--- config.mk ---
export PLATFORM = sky130hd
export DESIGN_NAME = tzsm_div
export DESIGN_NICKNAME = d
export VERILOG_FILES = /design/src/rtl/core/tzsm_pkg.sv /design/src/rtl/core/tzsm_div.sv
export SDC_FILE = /design/constraint.sdc
export NUM_CORES = 1
export LEC_CHECK = 0
export BUFFER_PORTS_ARGS = -buffer_cell sky130_fd_sc_hd__clkbuf_2
export CORE_MARGIN = 3
export CORE_UTILIZATION = 30
export DETAILED_ROUTE_END_ITERATION = 12
export PLACE_DENSITY = 0.51
export SLEW_MARGIN = 20
export SYNTH_ARGS = -nofsm -noshare
export SYNTH_HDL_FRONTEND = slang
export SYNTH_SLANG_ARGS = --single-unit
--- constraint.sdc ---
create_clock -name clk -period 9.1 [get_ports clk]
set_input_delay 1.365 -clock clk [delete_from_list [all_inputs] [get_ports clk]]
set_output_delay 1.365 -clock clk [all_outputs]
set_load 0.01 [all_outputs]
--- src/rtl/core/tzsm_pkg.sv ---
// Shared constants, codes and types of the toolpath Z-stitch modulator.
package tzsm_pkg;

  localparam int XW   = 31;   // vertex coordinate width
  localparam int LW   = 40;   // arc length width
  localparam int DW   = 42;   // station distance width
  localparam int ZW   = 18;   // Z offset width
  localparam int AW   = 17;   // clamped amplitude width
  localparam int AMPW = 20;   // amplitude register width
  localparam int SPW  = 27;   // spacing width
  localparam int MFW  = 31;   // foundation width
  localparam int TOPW = 31;
  localparam int HW   = 24;
  localparam int LENW = 32;   // segment length width
  localparam int MULW = 32;   // multiplier operand width
  localparam int NW   = 64;   // dividend and radicand width
  localparam int KW   = 6;
  localparam int CFGW = 31;

  localparam logic [KW-1:0]   MAX_STITCHES_PER_SEGMENT = 6'd63;
  localparam logic [AW-1:0]   AMP_CAP        = 17'd100000;
  localparam logic [SPW-1:0]  SPACING_MIN    = 27'd1250000;
  localparam logic [MFW-1:0]  FOUNDATION_MIN = 31'd350000;
  localparam logic [LENW-1:0] SHORT_SEG      = 32'd100;

  typedef enum logic [1:0] {
    CFG_ENABLE,
    CFG_AMPLITUDE,
    CFG_SPACING,
    CFG_FOUNDATION
  } cfg_idx_t;

  typedef enum logic [4:0] {
    S_IDLE,
    S_EMIT_ONE,
    S_SQ_X,
    S_SQ_Y,
    S_SQ_SUM,
    S_SQRT_GO,
    S_SQRT_WAIT,
    S_LEN,
    S_BASE_WAIT,
    S_RANGE,
    S_LOOP,
    S_MX_DIV,
    S_MX_WAIT,
    S_MY_MUL,
    S_MY_DIV,
    S_MY_WAIT,
    S_END,
    S_Z_DIV,
    S_Z_DWAIT,
    S_Z_MUL,
    S_Z_DIV2,
    S_Z_WAIT2,
    S_EMIT_STITCH,
    S_EMIT_FINAL
  } state_t;

endpackage

--- src/rtl/core/tzsm_div.sv ---
// Restoring divider, one quotient bit per cycle.
module tzsm_div
  import tzsm_pkg::*;
(
  input  logic            clk,
  input  logic            rst,
  input  logic            start,
  input  logic [NW-1:0]   dividend,
  input  logic [LENW-1:0] divisor,
  output logic [NW-1:0]   quot,
  output logic [LENW-1:0] rem,
  output logic            done
);

  logic            busy;
  logic [5:0]      cnt;
  logic [NW-1:0]   q;
  logic [LENW-1:0] r;
  logic [LENW-1:0] dvs;
  logic [LENW:0]   trial;
  logic [LENW:0]   diff;

  assign trial = {r, q[NW-1]};
  assign diff  = trial - {1'b0, dvs};
  assign quot  = q;
  assign rem   = r;

  always_ff @(posedge clk) begin
    if (rst) begin
      busy <= 1'b0;
      done <= 1'b0;
      cnt  <= '0;
    end else begin
      done <= 1'b0;
      if (start) begin
        busy <= 1'b1;
        cnt  <= '0;
      end else if (busy) begin
        cnt <= cnt + 6'd1;
        if (cnt == 6'd63) begin
          busy <= 1'b0;
          done <= 1'b1;
        end
      end
    end
  end

  always_ff @(posedge clk) begin
    if (start) begin
      q   <= dividend;
      r   <= '0;
      dvs <= divisor;
    end else if (busy) begin
      if (!diff[LENW]) begin
        r <= diff[LENW-1:0];
        q <= {q[NW-2:0], 1'b1};
      end else begin
        r <= trial[LENW-1:0];
        q <= {q[NW-2:0], 1'b0};
      end
    end
  end

endmodule

Yosys cells after proc, flatten, opt, wreduce, memory -nomap -nowiden. Index checks and enable logic that the tools add are counted.

Register bits: 136. Bits in latches: 0. Memory bits (writable): 0. Bits in read-only memories: 0. Input port bits: 99. Output and inout port bits: 97. Logic and storage cells: 21. Memories kept: 0.

Add/subtract/negate cells: 2. Multipliers: 0. Divide/modulo/power cells: 0. Order comparisons: 0. Equal/unequal tests: 1. Shifts and indexed selects: 0. Mux-type cells: 8. Bitwise logic cells: 1. Reductions and logical operators: 3.

Operators by type and width (count): 64-bit two-way mux (2); 33-bit by 32-bit subtractor with 33-bit output (1); 32-bit two-way mux (1); 6-bit by 1-bit adder with 6-bit output, second input constant (1); 6-bit == test, second input constant (1); 1-bit two-way mux (5); 3-bit OR reduction (1); 2-bit nonzero test (1); 2-bit OR reduction (1); 1-bit NOT (1).

Depth between registers and ports, before layout.
Depth in word-level cells: 4. Gate-level depth with buffers: 14. Mapped depth without buffers: 12.

Least setup slack after synthesis. Ideal clock, no wire load.

Path kind: input port to flip-flop. Start: input start. End: register r[31] (netlist: rem[31]). Setup time: 122 ps. Arrival time: 3117 ps. Data required time: 8978 ps. Path slack: 5862 ps. Stages on the path: 4. Path buffers: 0. Path through: nor2_1 > inv_1 > o32a_1 > o21ai_0.

RTL lines: from (decl) (RTL line tzsm_div.sv:7) `input logic start,`; to (signal assigned) (RTL line tzsm_div.sv:55) `r <= diff[LENW-1:0];`; to (signal assigned) (RTL line tzsm_div.sv:58) `r <= trial[LENW-1:0];`; to (decl) (RTL line tzsm_div.sv:18) `logic [LENW-1:0] r;`.

Worst setup path in the final report.
Start: register q[63] (netlist: quot[63]). End: register r[15] (netlist: rem[15]).

Cells in the longest elaborated chain, start to end: 2.

RTL lines: from (decl) (RTL line tzsm_div.sv:17) `logic [NW-1:0] q;`; from (signal assigned) (RTL line tzsm_div.sv:50) `q <= dividend;`; from (signal assigned) (RTL line tzsm_div.sv:56) `q <= {q[NW-2:0], 1'b1};`; from (signal assigned) (RTL line tzsm_div.sv:59) `q <= {q[NW-2:0], 1'b0};`; 33-bit by 32-bit subtractor with 33-bit output (RTL line tzsm_div.sv:24) `assign diff = trial - {1'b0, dvs};`; 32-bit two-way mux (RTL line tzsm_div.sv:54) `if (!diff[LENW]) begin`.

Every way passes these cells. A chain may end at the register's enable or synchronous reset.

==> reports/metrics.yaml <==
power_and_ir_drop:
  ir_drop_v: 0.0000845
  powerDensity_mw_per_mm2: 199
  leakage_nw: 3.80
layout:
  fillers: 2288
  final-seq-area_mm2: 0.00368
  n_antenna_cell: 0
  syn2layout_area_growth_pct: 26.1
  multi_input_comb_area_mm2: 0.00321
  drive_above_1_share: 0.362
  nNetsFinal: 974
clocking:
  cts_tree: "yes"
  cts_inserted_buffers: 17
  ctsResizeCount: 0
  post_cts_buffers: 0
  ctsHtreeMaxLevel: 4
  cts_sinks: 136
  cts_buffer_depth: 2
  root_buffer: "clkbuf_16"
  clk_pin_slew_worst_paths_ns: 0.06
  cts_hold_buf: 0
  clock_latency_ns: 0.42
route:
  routed_wl_um: 18700
  num_vias: 5485
  dr.first_iter.drc_count: 252
  detail-route-antenna-nets: 0
  via_per_inst: 4.70
  first_pass_iters: 4
  wire_per_inst_um: 16.1
  drc: 0
yosys:
  synth_area_mm2: 0.00715
  netlist.area_leader.share: 0.403
  ys_seq_area_frac: 0.515
  synthCells: 650
  yosys_warnings: 0
  yosysMostFrequentCell: "edfxtp_1"
  synth_edf_count: 96
  synthArstFlopShare: 0
  synth_area_per_cell_um2: 11.0
  ys_types: 56
  ys_ff_latch: 136
  synth_area_leaders: "edfxtp_1 (40%), dfxtp_1 (11%), mux2_2 (10%)"
  yosys.area.top_type: "edfxtp_1"
  syn_nets: 783
  ys.flop_type: "edfxtp_1"
  synthTopCellsByCount: "edfxtp_1 (96), nand2_1 (71), mux2_2 (64)"
grt:
  antenna_found_initial: 0
  grt_remaining_overflow: 0
  grt_pass1_vias: 5419
  grt_max_degree: 66
  grt_pass1_wl_um: 29900
  track_usage: 0.145
placement:
  port_buffers: 195
  gp_congestion: 0.797
  dp_hpwl_um: 13700
die:
  start_util: 0.310
  dieArea_mm2: 0.0257
  pin_count: 196
  die_width_um: 160
  row_count: 55
  die_y_um: 160
  core_mm2: 0.0231
timing:
  skew_ns: 0.00886
  max_freq_ghz: 0.288
  final-max-slew-violation-count: 0
  finalCritPeriodShare: 0.382
  post-route-min-period_ns: 3.47
  relSlewSlack: 0.408
  setup_violations: 0
  hold_ws_ns: 0.491
  fin_setup_tns_ns: 0
  rsz0062_at_grt: "no"
  hold_viol: 0
  worst_pin_slew_ns: 0.888
setup_path:
  path_delay_family: "simple AND/OR/NAND/NOR gates"
  cp.required_ns: 9.42
  cp_max_fo: 33
  critPathKind: "register to register"
  cp_common_cell: "nand3_2"
  cp_cell_sequence: "inv_1, ha_1, fa_1, nor2b_4, o31ai_4, nand3_2, a21oi_2, a211oi_1, or4_1, nand3_2, and3_1, nor4_1"
  max_stage_delay_ns: 0.63
  r2r_slack_ns: 5.63
  cp-end-kind: "register"
  slowest_stage: "nand3_2"
  cp-start-kind: "register"
  cp.arrival_ns: 3.79
  critPathBufInv: 1
worst_hold_path:
  hp-class: "register to register"
job:
  drv_cap: 0
status:
  status: "finished clean"
==> routing by layer <==
metal,up-vias,global-route usage,part of all wire
met5,-,0,0
met4,0,0.0371,0.010
met3,13,0.0384,0.065
met2,195,0.229,0.44
met1,2522,0.199,0.48
li1,2755,-,-
==> sequential cells by signal, indices dropped and copies added, names as in the netlist <==
register  count
cnt           6
quot         64
busy          1
rem          32
dvs          32
done          1
==> cells by family (layout without fill, tap and decap cells) <==
logic type | count (synthesis) | in the layout | share of synthesized area
muxes | 70 | 70 | 0.109
xor gates and xnor gates | 32 | 32 | 0.0392
AOI/OAI and AO/OA | 137 | 137 | 0.131
buffers and inverters | 68 | 271 | 0.0369
adders and majority gates | 34 | 34 | 0.0606
and+or+nand+nor | 173 | 173 | 0.108
DFF | 136 | 136 | 0.515
==> through the flow <==
step	power, mW	instance area, um2	setup slack, ns	utilization	instances
final	1.80	9010	5.63	0.391	1166
after global routing	1.90	9010	5.25	0.391	1166
after CTS	1.82	9010	5.34	0.391	1166
after detailed placement	1.14	8440	5.35	0.366	1135
after global placement	1.14	8440	5.43	0.366	1135
after floorplan	1.01	7150	5.86	-	650
==> power breakdown <==
group,internal (mW),switching [mW]
logic,0.155,0.199
clock network,0.382,0.295
registers,0.728,0.0363
total,1.27,0.531
==> worst paths after layout <==
kind                             from              endpoint  cells past startpoint
setup / recovery   quot[63]$_DFFE_PP_  rem[15]$_SDFFE_PP0P_                     12
hold / removal    cnt[5]$_SDFFE_PP0P_   cnt[5]$_SDFFE_PP0P_                      2
setup reg to reg   quot[63]$_DFFE_PP_  rem[15]$_SDFFE_PP0P_                     12
hold reg to reg   cnt[5]$_SDFFE_PP0P_   cnt[5]$_SDFFE_PP0P_                      2
==> worst register-to-register path, stage by stage, from the launching register on <==
cell and delay (ns):
edfxtp_1 0.39, inv_1 0.08, ha_1 0.22, fa_1 0.44
nor2b_4 0.17, o31ai_4 0.07, nand3_2 0.08, a21oi_2 0.09
a211oi_1 0.31, or4_1 0.18, nand3_2 0.63, and3_1 0.48
nor4_1 0.24
==> final cells by class <==
class | count | share of cell area
flip-flops and latches | 136 | 0.409
clock buffers | 17 | 0.0472
well taps | 313 | 0.0435
multi-input cells | 446 | 0.356
inverters | 41 | 0.0171
repair buffers | 199 | 0.112
clock inverters | 14 | 0.0156
==> cell usage in the layout (no fill, tap or decap), types with 11 or more instances in the layout <==
cell type  count
clkbuf_2     194
mux2_2        64
clkbuf_16     17
nor2_1        54
nand2_1       71
a311oi_1      20
dfxtp_1       39
inv_1         40
a21oi_1       37
xor2_1        11
xnor2_1       21
edfxtp_1      96
o21ai_0       25
ha_1          33
No activity file was read; power rests on OpenSTA's default activity.
