**src/rtl/core/tzsm_pkg.sv**
```systemverilog
// Shared constants, codes and types of the toolpath Z-stitch modulator.
package tzsm_pkg;

  localparam int XW   = 31;   // vertex coordinate width
  localparam int LW   = 40;   // arc length width
  localparam int DW   = 42;   // station distance width
  localparam int ZW   = 18;   // Z offset width
  localparam int AW   = 17;   // clamped amplitude width
  localparam int AMPW = 20;   // amplitude register width
  localparam int SPW  = 27;   // spacing width
  localparam int MFW  = 31;   // foundation width
  localparam int TOPW = 31;
  localparam int HW   = 24;
  localparam int LENW = 32;   // segment length width
  localparam int MULW = 32;   // multiplier operand width
  localparam int NW   = 64;   // dividend and radicand width
  localparam int KW   = 6;
  localparam int CFGW = 31;

  localparam logic [KW-1:0]   MAX_STITCHES_PER_SEGMENT = 6'd63;
  localparam logic [AW-1:0]   AMP_CAP        = 17'd100000;
  localparam logic [SPW-1:0]  SPACING_MIN    = 27'd1250000;
  localparam logic [MFW-1:0]  FOUNDATION_MIN = 31'd350000;
  localparam logic [LENW-1:0] SHORT_SEG      = 32'd100;

  typedef enum logic [1:0] {
    CFG_ENABLE,
    CFG_AMPLITUDE,
    CFG_SPACING,
    CFG_FOUNDATION
  } cfg_idx_t;

  typedef enum logic [4:0] {
    S_IDLE,
    S_EMIT_ONE,
    S_SQ_X,
    S_SQ_Y,
    S_SQ_SUM,
    S_SQRT_GO,
    S_SQRT_WAIT,
    S_LEN,
    S_BASE_WAIT,
    S_RANGE,
    S_LOOP,
    S_MX_DIV,
    S_MX_WAIT,
    S_MY_MUL,
    S_MY_DIV,
    S_MY_WAIT,
    S_END,
    S_Z_DIV,
    S_Z_DWAIT,
    S_Z_MUL,
    S_Z_DIV2,
    S_Z_WAIT2,
    S_EMIT_STITCH,
    S_EMIT_FINAL
  } state_t;

endpackage

```
**src/rtl/core/tzsm_sqrt.sv**
```systemverilog
// Digit-by-digit square root, two radicand bits per cycle, rounded to nearest.
module tzsm_sqrt
  import tzsm_pkg::*;
(
  input  logic            clk,
  input  logic            rst,
  input  logic            start,
  input  logic [NW-1:0]   radicand,
  output logic [LENW-1:0] root,
  output logic            done
);

  logic            busy;
  logic [4:0]      cnt;
  logic [NW-1:0]   s;
  logic [LENW-1:0] rt;
  logic [LENW+1:0] rm;
  logic [LENW+3:0] rm_sh;
  logic [LENW+3:0] trial;

  assign rm_sh = {rm, s[NW-1:NW-2]};
  assign trial = {2'b00, rt, 2'b01};
  // round up when the remainder exceeds the root
  assign root  = rt + LENW'(rm > {2'b00, rt});

  always_ff @(posedge clk) begin
    if (rst) begin
      busy <= 1'b0;
      done <= 1'b0;
      cnt  <= '0;
    end else begin
      done <= 1'b0;
      if (start) begin
        busy <= 1'b1;
        cnt  <= '0;
      end else if (busy) begin
        cnt <= cnt + 5'd1;
        if (cnt == 5'd31) begin
          busy <= 1'b0;
          done <= 1'b1;
        end
      end
    end
  end

  always_ff @(posedge clk) begin
    if (start) begin
      s  <= radicand;
      rt <= '0;
      rm <= '0;
    end else if (busy) begin
      s <= {s[NW-3:0], 2'b00};
      if (rm_sh >= trial) begin
        rm <= (LENW+2)'(rm_sh - trial);
        rt <= {rt[LENW-2:0], 1'b1};
      end else begin
        rm <= rm_sh[LENW+1:0];
        rt <= {rt[LENW-2:0], 1'b0};
      end
    end
  end

endmodule

```
**config.mk**
```make
export PLATFORM = sky130hd
export DESIGN_NAME = tzsm_sqrt
export DESIGN_NICKNAME = d
export VERILOG_FILES = /design/src/rtl/core/tzsm_pkg.sv /design/src/rtl/core/tzsm_sqrt.sv
export SDC_FILE = /design/constraint.sdc
export NUM_CORES = 1
export LEC_CHECK = 0
export BUFFER_PORTS_ARGS = -buffer_cell sky130_fd_sc_hd__buf_2
export CAP_MARGIN = 20
export CORE_MARGIN = 8
export CORE_UTILIZATION = 33
export CTS_CLUSTER_SIZE = 16
export DETAILED_ROUTE_END_ITERATION = 10
export GPL_ROUTABILITY_DRIVEN = 0
export GPL_TIMING_DRIVEN = 0
export PLACE_DENSITY = 0.52
export SLEW_MARGIN = 20
export SYNTH_ARGS = -nofsm -noshare
export SYNTH_HDL_FRONTEND = slang
export SYNTH_SLANG_ARGS = --single-unit
```
**constraint.sdc**
```tcl
create_clock -name clk -period 5.6 [get_ports clk]
set_input_delay 0.56 -clock clk [delete_from_list [all_inputs] [get_ports clk]]
set_output_delay 0.56 -clock clk [all_outputs]
set_load 0.01 [all_outputs]
```
# --- Word-level counts from Yosys, hierarchy flattened ---
# Index checks and enable logic that the tools add are counted.
totals:
  out_inout_bits: 33
  ramBits: 0
  reg_bits: 137
  rom_bits: 0
  inputBits: 67
  memories: 0
  latchBits: 0
op_classes:
  shift: 0
  multipliers: 0
  bitwise: 1
  n_reduce_logical: 3
  div_mod_pow: 0
  n_lt_le_gt_ge: 2
  n_mux: 8
  n_eq_ne: 1
  add_sub_neg: 3
op_table:
  columns: ["operator", "n"]
  rows:
  - ["$mux 64", 2]
  - ["$ge 36x34->1", 1]
  - ["$gt 34x32->1", 1]
  - ["$mux 34", 1]
  - ["$sub 34x34->34", 1]
  - ["$add 32x1->32", 1]
  - ["$add 5x1->5 const B", 1]
  - ["$eq 5x5->1 const B", 1]
  - ["$mux 1", 5]
  - ["$reduce_or 3->1", 1]
  - ["$reduce_bool 2->1", 1]
  - ["$reduce_or 2->1", 1]
  - ["$not 1->1", 1]

# --- Longest topological paths before layout ---
logic_depth:
  word_depth: 4
  mapped_depth: 18

# --- Worst setup path before layout ---
# No wires, ideal clock.
synth_timing:
  path_type: "register to output"
  from: "register rt[10]"
  to: "output root[29]"
  arrival_time_ns: 3.362
  n_path_buf: 0
  path_stages_with_launch: 18
  required_ns: 5.040
  path_slack_ns: 1.678
  cell_sequence: "dfxtp_1 inv_1 ha_1 nand4_2 nor4_4 o21ai_0 o211ai_1 a21oi_1 o211ai_1 o41a_1 ha_1 nand4_1 nor2_1 and3_1 nand2_1 nor2_1 nand3_1 xnor2_1"
synth_via:
  elab_chain_len: 2
synth_lines:
  columns: ["item", "line", "text"]
  rows:
  - ["start, declared", "tzsm_sqrt.sv:16", "logic [LENW-1:0] rt;"]
  - ["start signal, assigned", "tzsm_sqrt.sv:55", "rt <= {rt[LENW-2:0], 1'b1};"]
  - ["start signal, assigned", "tzsm_sqrt.sv:58", "rt <= {rt[LENW-2:0], 1'b0};"]
  - ["$gt 34x32->1", "tzsm_sqrt.sv:24", "assign root = rt + LENW'(rm > {2'b00, rt});"]
  - ["$add 32x1->32 *", "tzsm_sqrt.sv:24", null]
  - ["end, declared", "tzsm_sqrt.sv:9", "output logic [LENW-1:0] root,"]
# Every way passes the cells marked *; elsewhere a longest branch is shown, timed or not.

# --- Final worst setup path ---
layout_timing:
  from: "register rt[14]"
  to: "output root[31]"
# The elaborated chain is that of the path after synthesis.

==> results.py <==
metrics = {
    "timing": {
        "setup_total_negative_slack_ns": 0,
        "fin_worst_hold_slack_ns": 0.305,
        "finish_stage_setup_viols": 0,
        "worst_pin_slew_ns": 0.982,
        "timing.final.crit_share_pct": 92.5,
        "final_max_slew_viol_count": 0,
        "clock_skew_after_layout_ns": 0.00983,
        "max_freq_mhz": 193,
        "final_hold_viol_count": 0,
        "timing.final.crit_period_ns": 5.18,
        "relative_max_transition_margin_pct": 34.3,
    },
    "layout": {
        "finish.net_count": 1056,
        "n_fill_cell": 2479,
        "area_growth_from_synthesis_to_layout_pct": 19.6,
        "layout-drive-gt1-share_pct": 22.5,
    },
    "routing": {
        "final_antenna_net_count": 0,
        "detailed_route_wire_length_per_cell_um": 17.0,
        "dr_total_vias": 6502,
        "drtPass1Iterations": 5,
        "routed_wl_mm": 21.9,
        "route.detailed.drc": 0,
        "detail_routed_via_count_per_cell": 5.04,
        "initialDrtViolationCount": 334,
    },
    "clocking": {
        "cts.path.max_buffers": 2,
        "number_of_clock_sinks_seen_by_cts": 137,
        "clock_pin_slew_worst_setup_and_hold_paths_ns": 0.07,
        "clock_tree_from_tritoncts": "done",
        "numCtsBuffers": 17,
        "root_buffer": "sky130_fd_sc_hd__clkbuf_16",
        "post_cts_hold_buffer_count": 0,
        "cts_htree_levels": 4,
        "worstSkewPairLatency_ns": 0.44,
    },
    "global_route": {
        "initial_antenna_violation_count": 10,
        "globalRouteOverflowTotal": 0,
        "globalRouteTotalUtil_pct": 14.7,
        "grt-busiest-layer": "met2",
        "vias_in_the_first_global_route": 6617,
        "first_pass_grt_wire_length_mm": 35.5,
        "groute.layer.met2.usage_pct": 22.2,
        "grt_start_max_net_pins": 40,
        "grt_util_met1_pct": 18.8,
        "grt.met3_usage_pct": 6.69,
    },
    "setup_path": {
        "critPathRequiredTime_ns": 5.04,
        "setup.worst_path.end_class": "output port",
        "cp-startpoint": "rt[14]$_SDFFE_PP0P_",
        "crit_type": "flip-flop to output port",
        "worstPathMaxFanout": 7,
        "cp-start-kind": "flip-flop",
        "cp_data_arrival_time_ns": 4.62,
        "worst-r2r-setup-slack_ns": 2.24,
        "timing.rr.start": "rt[14]$_SDFFE_PP0P_",
    },
    "logic_synthesis": {
        "synth.cell_area_sq_mm": 0.00817,
        "synth-main-ff-cell": "sky130_fd_sc_hd__dfxtp_1",
        "ys_async_sr_fraction_pct": 0,
        "number_of_flops_mapped_to_enable_cells_by_yosys": 64,
        "syn-instance-count": 829,
        "yosys_warnings": 0,
        "sequential_share_of_the_synthesized_area_pct": 41.4,
        "synth_cell_types": 64,
        "synthesis.area_per_instance_sq_um": 9.86,
        "synth-seq-cells": 137,
        "postSynthNetCount": 935,
    },
    "run": {
        "number_of_max_cap_violations": 0,
    },
    "die": {
        "core_sq_mm": 0.0243,
        "placement_rows": 57,
        "floorplan.die.width_um": 173,
        "number_of_ports_placed_on_the_die_boundary": 100,
        "floorplan.die_area_sq_mm": 0.0301,
        "die_height_um": 173,
        "initial_util_pct": 33.6,
    },
    "placed_design": {
        "numPortBuffers": 99,
        "hpwlAfterDp_mm": 16.2,
    },
    "power": {
        "power.density_cell_area_mw_per_mm2": 505,
        "power_leakage_uw": 0.00388,
        "irDropWorstVdd_mv": 0.210,
    },
    "min_path": {
        "hp-class": "primary input to flip-flop",
        "worstHoldStart": "rst",
    },
    "outcome": {
        "run_status": "completed",
    },
}
## synth_stat cells, types with 5 or more instances
master | instances | area (sq um)
sky130_fd_sc_hd__a21oi_1 | 39 | 195
sky130_fd_sc_hd__nor2b_1 | 6 | 37.5
sky130_fd_sc_hd__o21a_1 | 5 | 37.5
sky130_fd_sc_hd__mux2i_1 | 50 | 500
sky130_fd_sc_hd__xnor2_1 | 47 | 412
sky130_fd_sc_hd__nand2_1 | 51 | 191
sky130_fd_sc_hd__a311oi_1 | 5 | 43.8
sky130_fd_sc_hd__nand3_1 | 20 | 100
sky130_fd_sc_hd__and2_1 | 8 | 50.1
sky130_fd_sc_hd__nor2_1 | 87 | 327
sky130_fd_sc_hd__nor3_1 | 19 | 95.1
sky130_fd_sc_hd__dfxtp_1 | 73 | 1460
sky130_fd_sc_hd__ha_1 | 39 | 488
sky130_fd_sc_hd__xor2_1 | 14 | 123
sky130_fd_sc_hd__o211ai_1 | 14 | 105
sky130_fd_sc_hd__mux2_2 | 62 | 698
sky130_fd_sc_hd__a21o_1 | 12 | 90.1
sky130_fd_sc_hd__edfxtp_1 | 64 | 1920
sky130_fd_sc_hd__o21ai_0 | 17 | 85.1
sky130_fd_sc_hd__inv_1 | 50 | 188
sky130_fd_sc_hd__clkbuf_1 | 28 | 105
sky130_fd_sc_hd__and3_1 | 9 | 56.3
sky130_fd_sc_hd__nand4_1 | 10 | 62.6
sky130_fd_sc_hd__nand4b_1 | 7 | 61.3
sky130_fd_sc_hd__o21bai_1 | 5 | 37.5
sky130_fd_sc_hd__a211oi_1 | 16 | 120
## per-layer routing
| metal | vias to the layer above | part of all wire [%] |
|---|---|---|
| li1 | 3267 | - |
| met1 | 3039 | 47 |
| met2 | 158 | 43 |
| met3 | 26 | 8.7 |
| met4 | 12 | 0.96 |
| met5 | - | 0.26 |
## worst max-delay path, stage by stage, from the launching register on
cell and delay, ns:
sky130_fd_sc_hd__dfxtp_1 0.31, sky130_fd_sc_hd__clkbuf_1 0.26, sky130_fd_sc_hd__inv_1 0.13, sky130_fd_sc_hd__ha_1 0.30, sky130_fd_sc_hd__clkbuf_1 0.26, sky130_fd_sc_hd__inv_1 0.10
sky130_fd_sc_hd__nor3_1 0.42, sky130_fd_sc_hd__a21oi_1 0.14, sky130_fd_sc_hd__o211ai_1 0.20, sky130_fd_sc_hd__o41a_1 0.22, sky130_fd_sc_hd__ha_1 0.25, sky130_fd_sc_hd__nand4_1 0.13
sky130_fd_sc_hd__buf_4 0.19, sky130_fd_sc_hd__nor2_4 0.15, sky130_fd_sc_hd__and3_1 0.26, sky130_fd_sc_hd__nand2_1 0.11, sky130_fd_sc_hd__nor2_2 0.22, sky130_fd_sc_hd__nand3_1 0.21
sky130_fd_sc_hd__xnor2_1 0.20, sky130_fd_sc_hd__buf_2 0.16
## stage by stage
step	utilization, %	std cells	worst slack (ns)	power, uW	instance area, sq um
6_report	40.2	1291	0.422	4940	9770
5_1_grt	40.2	1289	-0.0145	5290	9770
4_1_cts	40.0	1285	0.0277	4970	9720
3_5_place_dp	37.4	1253	0.395	3730	9090
3_3_place_gp	37.3	1252	0.410	3740	9070
2_1_floorplan	-	829	1.68	3130	8170
## layout by cell type, fill, tap and decap left out, drive strengths merged, types with 4 or more instances in the layout
cell     count
nand3       20
nor2        87
nor4         5
and3         9
buf        110
a211oi      16
o21ai       18
dfxtp       73
xor2        14
diode        4
a311oi       5
or2          6
o31a         4
xnor2       47
ha          39
inv         60
nand4b       7
mux2i       50
nand4       11
a21oi       39
a21o        12
nor2b        6
a2111oi      5
clkbuf      45
o211ai      14
mux2        62
and2         8
nand2       51
edfxtp      64
a31oi        4
nor3        19
o21bai       5
o21a         5
## state kept, by name (all words and copies together) (netlist names)
register,cells
s,64
busy,1
cnt,5
rm,34
rt,32
done,1
## report_power, final
part	internal [uW]	switching, uW	total (uW)
Combinational	1060	1400	2460
Clock	685	530	1210
Sequential	1180	81.4	1270
## area by class of cell
cell class	count	area (sq um)	share of cell area, %
antenna	4	10.0	0.102
buffer	36	156	1.60
clock buffer	17	425	4.35
clock inverter	15	196	2.01
inverter	50	190	1.95
multi-input combinational	606	4470	45.8
sequential	137	3380	34.6
tap	324	405	4.15
timing repair buffer	102	531	5.43
## logic make-up (layout without fill, tap and decap cells)
| kind of cell | Yosys count | in the layout | share of synthesized area, % |
|---|---|---|---|
| xor gates and xnor gates | 61 | 61 | 6.54 |
| buffers and inverters | 86 | 220 | 4.21 |
| and+or+nand+nor | 243 | 243 | 14.5 |
| muxes | 112 | 112 | 14.7 |
| AOI/OAI and AO/OA | 151 | 151 | 12.7 |
| other | 0 | 4 | 0 |
| adders and majority gates | 39 | 39 | 5.97 |
| DFF | 137 | 137 | 41.4 |
## final timing paths
path                         endpoint  cells after the start
setup / recovery             root[31]                     19
hold / removal        busy$_SDFF_PP0_                      2
setup reg to reg  rm[32]$_SDFFE_PP0P_                     14
hold reg to reg   rm[18]$_SDFFE_PP0P_                      2
## repair_timing
action	CTS	global route
setup buffers	0	2
pin swaps	0	1
resized for setup	1	9
endpoints found under the setup margin	1	11
cloned	0	0
Note: power is estimated with default switching activity, not from simulation.
